--- config.mk ---
export PLATFORM = sky130hd
export DESIGN_NAME = smx_div
export DESIGN_NICKNAME = d
export VERILOG_FILES = /design/src/smx_pkg.sv /design/src/smx_div.sv
export SDC_FILE = /design/constraint.sdc
export NUM_CORES = 1
export LEC_CHECK = 0
export ABC_AREA = 0
export ABC_CLOCK_PERIOD_IN_PS = 3000
export BUFFER_PORTS_ARGS = -buffer_cell sky130_fd_sc_hd__buf_4
export CELL_PAD_IN_SITES_DETAIL_PLACEMENT = 1
export CELL_PAD_IN_SITES_GLOBAL_PLACEMENT = 1
export CORE_MARGIN = 5
export CORE_UTILIZATION = 41
export DETAILED_ROUTE_END_ITERATION = 8
export HOLD_SLACK_MARGIN = 0.12
export PLACE_DENSITY = 0.89
export RECOVER_POWER = 50
export SYNTH_ARGS = -nofsm -noshare
export SYNTH_HDL_FRONTEND = slang
export SYNTH_SLANG_ARGS = --single-unit
--- constraint.sdc ---
create_clock -name clk -period 3 [get_ports clk]
set_input_delay 0 -clock clk [delete_from_list [all_inputs] [get_ports clk]]
set_output_delay 0 -clock clk [all_outputs]
set_load 0.02 [all_outputs]
--- src/smx_pkg.sv ---
// ----------------------------------------------------------------------------
// smx_pkg
// Shared widths, opcodes and error codes for the stack machine executor.
// ----------------------------------------------------------------------------
package smx_pkg;

	// data path width
	localparam int DATA_W = 32;

	// default stack size in words
	localparam int STACK_DEPTH_DEF = 128;

	// opcodes carried in req_type
	localparam logic [2:0] OP_PUSH  = 3'd0;
	localparam logic [2:0] OP_ADD   = 3'd1;
	localparam logic [2:0] OP_SUB   = 3'd2;
	localparam logic [2:0] OP_MUL   = 3'd3;
	localparam logic [2:0] OP_DIV   = 3'd4;
	localparam logic [2:0] OP_EMIT  = 3'd5;
	localparam logic [2:0] OP_DUP   = 3'd6;
	localparam logic [2:0] OP_SWAP  = 3'd7;

	// error codes reported in error_code
	localparam logic [2:0] ERR_OK        = 3'd0;
	localparam logic [2:0] ERR_OVERFLOW  = 3'd1;
	localparam logic [2:0] ERR_UNDERFLOW = 3'd2;
	localparam logic [2:0] ERR_DIVZERO   = 3'd3;
	localparam logic [2:0] ERR_SWAPSHORT = 3'd4;

endpackage

--- src/smx_div.sv ---
// ----------------------------------------------------------------------------
// smx_div
// Iterative signed divider, one quotient bit per cycle, truncating toward
// zero. The minimum value divided by minus one wraps to the minimum value.
// ----------------------------------------------------------------------------
module smx_div (
	input  logic                           clk,
	input  logic                           arst_n,
	input  logic                           start,
	input  logic [smx_pkg::DATA_W-1:0]     dividend,
	input  logic [smx_pkg::DATA_W-1:0]     divisor,
	output logic                           done,
	output logic [smx_pkg::DATA_W-1:0]     quotient
);

	localparam int W  = smx_pkg::DATA_W;
	localparam int CW = $clog2(W + 1);

	logic          run_q;
	logic [CW-1:0] cnt_q;
	logic          neg_q;
	logic          done_q;
	logic [W:0]    rem_q;
	logic [W-1:0]  quo_q;
	logic [W-1:0]  dvs_q;

	logic [W:0]    rem_sh;
	logic [W:0]    rem_sub;
	logic          take;

	// one restoring step
	assign rem_sh  = {rem_q[W-1:0], quo_q[W-1]};
	assign rem_sub = rem_sh - {1'b0, dvs_q};
	assign take    = ~rem_sub[W];

	// control
	always_ff @(posedge clk or negedge arst_n) begin
		if (!arst_n) begin
			run_q  <= 1'b0;
			cnt_q  <= '0;
			done_q <= 1'b0;
		end else begin
			done_q <= 1'b0;
			if (start) begin
				run_q <= 1'b1;
				cnt_q <= CW'(W);
			end else if (run_q) begin
				cnt_q <= cnt_q - CW'(1);
				if (cnt_q == CW'(1)) begin
					run_q  <= 1'b0;
					done_q <= 1'b1;
				end
			end
		end
	end

	// data path: magnitudes in, shift and subtract
	always_ff @(posedge clk) begin
		if (start) begin
			neg_q <= dividend[W-1] ^ divisor[W-1];
			quo_q <= dividend[W-1] ? (W'(0) - dividend) : dividend;
			dvs_q <= divisor[W-1] ? (W'(0) - divisor) : divisor;
			rem_q <= '0;
		end else if (run_q) begin
			rem_q <= take ? rem_sub : rem_sh;
			quo_q <= {quo_q[W-2:0], take};
		end
	end

	assign done     = done_q;
	assign quotient = neg_q ? (W'(0) - quo_q) : quo_q;

endmodule

==> flow_metrics.py, run 1 <==
metrics = {
    "sta": {
        "setup_ws_ns": -0.481,
        "setup_tns_ns": -3.50,
        "hold_violations": 0,
        "period_share": 1.16,
        "fmax_mhz": 287,
        "setup_viol": 18,
        "worst_pin_slew_ns": 1.69,
        "period_needed_ns": 3.48,
        "finClkSkew_ns": 0.0199,
        "slew_headroom": -0.129,
        "drv_slew": 115,
        "hold_slack_ns": 0.148,
        "rsz0062_at_grt": "true",
    },
    "clocking": {
        "cts_sinks": 105,
        "cts-root-buf": "clkbuf_16",
        "path_clk_slew_ns": 0.09,
        "numCtsBuffers": 9,
        "clock_path_buffers": 2,
        "tritoncts": "yes",
        "htreeDepth": 3,
        "clkLatencyLatePin_ns": 0.37,
    },
    "synthesis": {
        "synth.most_common_cell": "nor2_1",
        "avgSynthCellArea_um2": 8.90,
        "ys_seq_area_frac": 0.364,
        "synth_top_area_cell": "edfxtp_1",
        "synth_warnings": 0,
        "syn-cell-area_um2": 7670,
        "synthCells": 861,
        "async_flop_share": 0.0762,
        "synthTopCellsByArea": "edfxtp_1, xnor2_1, dfxtp_1",
        "ys.flop_type": "edfxtp_1",
        "yosysUniqueCellTypes": 61,
        "synth_nets": 966,
        "synth_common_cells": "nor2_1, xnor2_1, nand2_1",
        "synth_edf_count": 65,
        "ys_ff_latch": 105,
        "synth_top_area_frac": 0.255,
    },
    "final_layout": {
        "drive_above_1_share": 0.244,
        "fin_nets": 1179,
        "fin_area_um2": 10600,
        "fillers": 2071,
        "syn2layout_area_growth_pct": 38.4,
        "n_antenna_cell": 0,
    },
    "die": {
        "initial_core_util": 0.413,
        "num_rows": 50,
        "dieWidth_um": 147,
        "die-area_um2": 21500,
        "coreArea_um2": 18600,
        "io_pins": 100,
        "die_y_um": 147,
    },
    "critical_path": {
        "crit_family": "simple AND/OR/NAND/NOR gates",
        "path_class": "flop to output port",
        "worst-path-buf-inv": 2,
        "end_kind": "output port",
        "worstPathRequired_ns": 3.00,
        "startpoint_type": "flop",
        "max_stage_delay_ns": 0.47,
        "crit_chain": "or3_4 > or4_4 > or2_4 > nor2_4 > nand2_1 > or4_4 > o31ai_1 > buf_4 > nand2_1 > xnor2_1 > buf_4",
        "arrival_ns": 3.48,
        "crit_path_max_fanout": 3,
        "slowest_stage": "or4_4",
    },
    "pwr": {
        "comb_power_share": 0.492,
        "pwr_density_cell_nw_per_um2": 632,
        "p_sw_w": 0.00265,
        "seq_power_share": 0.320,
        "p_clk_frac": 0.188,
        "swShare": 0.396,
        "intPower_w": 0.00405,
        "p_leak_nw": 4.41,
        "ir_worst_vdd_mv": 0.322,
    },
    "drt": {
        "drt_first_pass_iters": 5,
        "vias": 7452,
        "wire_per_inst_um": 20.8,
        "ant_nets": 0,
        "dr.first_iter.drc_count": 520,
        "viasPerCell": 5.68,
        "routed_wirelength_mm": 27.3,
        "drc_errors": 0,
    },
    "run": {
        "cap_violations": 2,
    },
    "place": {
        "dp.final_hpwl_mm": 16.5,
        "dp_worst_setup_slack_ns": -0.401,
        "placed_cell_area_um2": 8990,
        "io_buffer_count": 99,
        "routabilityCongestion": 0.889,
    },
    "run_status": {
        "status": "finished with violations",
        "violations": "capacitance limit, slew limit, setup timing",
    },
    "grt": {
        "grt_max_degree": 81,
        "gr-total-overflow": 0,
        "gr-usage-all-layers": 0.241,
        "first_global_vias": 7996,
        "antenna_found_initial": 0,
        "grt_pass1_wl_mm": 42.2,
    },
    "min_path": {
        "hold_class": "primary input to flop",
    },
}
==> tightest hold or removal path, stage by stage <==
cell	delay, ns
buf_4	0.12
xor2_1	0.08
a21oi_1	0.18
==> power by group through the flow <==
stage / combinational [W] / sequential (W) / clock [W]
after global placement: 0.00261 / 0.00211 / 0
after detailed placement: 0.00274 / 0.00213 / 0
after global routing: 0.00357 / 0.00217 / 0.00134
final: 0.00330 / 0.00215 / 0.00126
after floorplan: 0.00184 / 0.00204 / 0
after CTS: 0.00298 / 0.00211 / 0.00128
==> what timing repair did <==
| item | CTS | global route |
|---|---|---|
| pin swaps | 21 | 44 |
| gates cloned | 1 | 2 |
| buffers inserted | 6 | 12 |
| endpoints found under the setup margin | 42 | 54 |
| hold endpoints to repair | 69 | 0 |
| hold buffers | 70 | 0 |
| gates resized for setup | 48 | 65 |
==> cell usage in the layout, fill, tap and decap left out, types with 5 or more instances in the layout <==
cell,instances
a211oi_1,18
a211oi_2,7
a21o_1,6
a21oi_1,58
buf_4,145
buf_6,6
clkbuf_1,7
clkbuf_16,11
dfrtp_1,7
dfxtp_1,32
dlygate4sd3_1,67
edfxtp_1,65
ha_1,35
inv_1,44
mux2i_1,18
mux2i_2,5
nand2_1,65
nand2b_1,14
nand3_1,9
nor2_1,93
nor3_1,12
o21a_1,8
o21ai_0,45
o21ai_2,5
o31ai_1,22
o41ai_1,7
or3_1,10
or3_4,5
or4_1,5
or4_4,11
xnor2_1,77
xor2_1,41
==> layer usage <==
metal / part of all wire / global-route usage / wire length (um)
met2: 0.53 / 0.444 / 14500
met4: 0.020 / 0.0776 / 557
met5: 0 / 0 / 0
met1: 0.41 / 0.295 / 11200
met3: 0.038 / 0.0241 / 1050
==> registers in the layout, summed over array words and instances, names as in the netlist <==
name,count
done,1
quo_q,32
run_q,1
rem_q,32
dvs_q,32
cnt_q,6
neg_q,1
==> final cells by class <==
type | count | area [um^2] | area share
Clock buffer | 9 | 225 | 0.0212
Multi-Input combinational cell | 672 | 4980 | 0.469
Timing Repair Buffer | 238 | 2060 | 0.194
Sequential cell | 105 | 2790 | 0.263
Tap cell | 234 | 293 | 0.0276
Clock inverter | 7 | 81.3 | 0.00767
Inverter | 48 | 180 | 0.0170
==> per-stage QoR <==
step,std cells,utilization,power [W]
final,1313,0.571,0.00671
after floorplan,861,-,0.00388
after global placement,1210,0.484,0.00472
after detailed placement,1210,0.484,0.00486
after global routing,1313,0.571,0.00708
after CTS,1303,0.551,0.00637
==> kinds of logic (layout without fill, tap and decap cells) <==
| kind of cell | Yosys count | in the layout | synth area share |
|---|---|---|---|
| XOR/XNOR | 123 | 123 | 0.141 |
| AO/OA/AOI/OAI | 213 | 213 | 0.177 |
| AND/OR/NAND/NOR | 270 | 270 | 0.177 |
| flip-flops | 105 | 105 | 0.364 |
| multiplexers | 28 | 28 | 0.0369 |
| adder cells (fa/ha/maj) | 38 | 38 | 0.0630 |
| buffers and inverters | 84 | 302 | 0.0416 |
==> final timing paths <==
path | slack (ns) | depth (start not counted) | start | endpoint
setup / recovery | -0.48 | 11 | quo_q[8] | quotient[31]
hold / removal | 0.15 | 3 | dividend[18] | quo_q[18]
setup reg to reg | -0.03 | 13 | dvs_q[0] | rem_q[0]
hold reg to reg | 0.51 | 2 | rem_q[30] | rem_q[30]
max in group asynchronous | 2.04 | 3 | arst_n | run_q
min in group asynchronous | 0.67 | 3 | arst_n | run_q
(Power assumes the default switching activity.)
==> run 2: changes to the inputs <==
Settings changed: CORE_MARGIN 5 to unset, CORE_UTILIZATION 41 to 30, PLACE_DENSITY 0.89 to 0.71.
==> flow_metrics.py, run 2 (synthesis gave the netlist of run 1 again) <==
metrics = {
    "run_status": {
        "status": "finished with violations",
        "violations": "capacitance limit, slew limit, setup timing",
    },
    "final_layout": {
        "syn2layout_area_growth_pct": 39.2,
        "final_common_cell": "buf_4",
        "drive_above_1_share": 0.234,
        "top_regs": "dvs_q: 32 flops, quo_q: 32 flops, rem_q: 32 flops",
        "finalNonFillerCells": 1417,
        "n_antenna_cell": 0,
        "layout_common_cells": "buf_4, nor2_1, xnor2_1, dlygate4sd3_1, edfxtp_1",
        "fillers": 2890,
        "fin_nets": 1187,
    },
    "critical_path": {
        "crit_path_max_fanout": 3,
        "end_kind": "output port",
        "crit_top_cell": "or3_4",
        "worstPathRequired_ns": 3.00,
        "arrival_ns": 3.34,
        "crit_chain": "or3_4 > or4_4 > or3_4 > inv_2 > nand2_2 > or4_4 > or3_4 > o21ai_4 > xnor2_1 > buf_4",
        "path_class": "flop to output port",
        "slowest_stage": "or4_4",
        "startpoint_type": "flop",
        "max_stage_delay_ns": 0.44,
    },
    "clocking": {
        "cts-root-buf": "clkbuf_16",
        "cts_sinks": 105,
        "clock_path_buffers": 2,
        "path_clk_slew_ns": 0.08,
        "numCtsBuffers": 9,
        "tritoncts": "yes",
        "htreeDepth": 3,
        "clkLatencyLatePin_ns": 0.37,
    },
    "grt": {
        "first_global_vias": 7351,
        "grt_max_degree": 71,
        "grt_pass1_wl_mm": 37.1,
        "gr-usage-all-layers": 0.176,
        "gr-total-overflow": 0,
        "antenna_found_initial": 0,
    },
    "run": {
        "cap_violations": 2,
    },
    "sta": {
        "period_needed_ns": 3.34,
        "hold_violations": 0,
        "drv_slew": 71,
        "worst_pin_slew_ns": 1.66,
        "setup_ws_ns": -0.335,
        "setup_tns_ns": -2.44,
        "setup_viol": 12,
        "fmax_mhz": 300,
        "period_share": 1.11,
        "rsz0062_at_grt": "true",
        "slew_headroom": -0.104,
        "finClkSkew_ns": 0.0133,
    },
    "drt": {
        "routed_wirelength_mm": 22.8,
        "dr.first_iter.drc_count": 374,
        "viasPerCell": 5.03,
        "vias": 7122,
        "drt_first_pass_iters": 4,
        "wire_per_inst_um": 16.1,
        "ant_nets": 0,
        "drc_errors": 0,
    },
    "place": {
        "io_buffer_count": 99,
        "routabilityCongestion": 0.787,
        "dp.final_hpwl_mm": 15.9,
        "dp.cells": 1315,
    },
    "pwr": {
        "p_leak_nw": 4.46,
        "ir_worst_vdd_mv": 0.360,
        "pwr_density_cell_nw_per_um2": 618,
    },
    "die": {
        "initial_core_util": 0.305,
        "die-area_um2": 26200,
        "num_rows": 58,
        "dieWidth_um": 162,
        "coreArea_um2": 25100,
        "die_y_um": 162,
        "io_pins": 100,
    },
    "min_path": {
        "hold_class": "primary input to flop",
    },
}
[run 2: changes by cell type in the layout (fill, tap and decap cells not counted), sizes merged]
cell | before | now
dlygate4sd3 | 67 | 68
clkinv | 1 | 2
inv | 53 | 50
clkinvlp | 0 | 1
clkbuf | 21 | 24
bufinv | 1 | 2
buf | 156 | 160
[run 2: critical path, delay by kind of cell (launching register included)]
family	cells	cell delay, ns
AO/OA/AOI/OAI	1	0.18
XOR/XNOR	1	0.13
buffers and inverters	2	0.22
flip-flops	1	0.40
AND/OR/NAND/NOR	6	2.04
[run 2: worst paths after layout]
path / start / slack (ns) / end / cells past startpoint
worst max-delay path: quo_q[9] / -0.34 / quotient[28] / 10
min in group asynchronous: arst_n / 0.67 / cnt_q[4] / 3
worst min-delay path: dividend[28] / 0.11 / quo_q[28] / 3
worst min register to register: rem_q[30] / 0.48 / rem_q[30] / 2
max in group asynchronous: arst_n / 2.04 / done / 3
worst max register to register: quo_q[31] / 0.04 / rem_q[17] / 14
[run 2: repair_timing]
action                                  in CTS  in global routing
cloned                                       2                  1
hold endpoints to repair                    65                  0
pin swaps                                   41                 36
buffers inserted                            14                  7
hold buffers                                71                  0
resized for setup                           58                 40
endpoints found under the setup margin      42                 49
[run 2: layout make-up]
| cell class | count | area [um^2] | share of cell area |
|---|---|---|---|
| Clock buffer | 9 | 225 | 0.0211 |
| Clock inverter | 7 | 101 | 0.00950 |
| Inverter | 48 | 180 | 0.0169 |
| Multi-Input combinational cell | 672 | 4850 | 0.455 |
| Sequential cell | 105 | 2790 | 0.262 |
| Tap cell | 330 | 413 | 0.0387 |
| Timing Repair Buffer | 246 | 2110 | 0.197 |
[run 2: stage by stage]
step                      worst slack [ns]  area (um^2)  power [W]  utilization  hold WS, ns
final                               -0.335        10700    0.00659        0.425        0.113
after global placement              -0.152         9200    0.00479        0.366       -0.174
after detailed placement            -0.311         9200    0.00488        0.366       -0.171
after global routing                -0.429        10700    0.00701        0.425        0.134
after floorplan                    0.00839         7670    0.00388            -       -0.296
after CTS                           -0.291        10600    0.00659        0.423        0.125
[run 2: power by group]
| group | total [W] | internal (W) | switching (W) |
|---|---|---|---|
| Combinational | 0.00315 | 0.00153 | 0.00162 |
| Sequential | 0.00211 | 0.00184 | 0.000267 |
| Clock | 0.00134 | 0.000742 | 0.000594 |
| Total | 0.00659 | 0.00411 | 0.00248 |
[run 2: routing by layer]
| metal | vias up | GRT usage | wire, um |
|---|---|---|---|
| met4 | 0 | 0.0570 | 425 |
| li1 | 3515 | - | - |
| met5 | - | 0 | 0 |
| met2 | 134 | 0.310 | 11300 |
| met1 | 3450 | 0.225 | 10400 |
| met3 | 23 | 0.0158 | 672 |
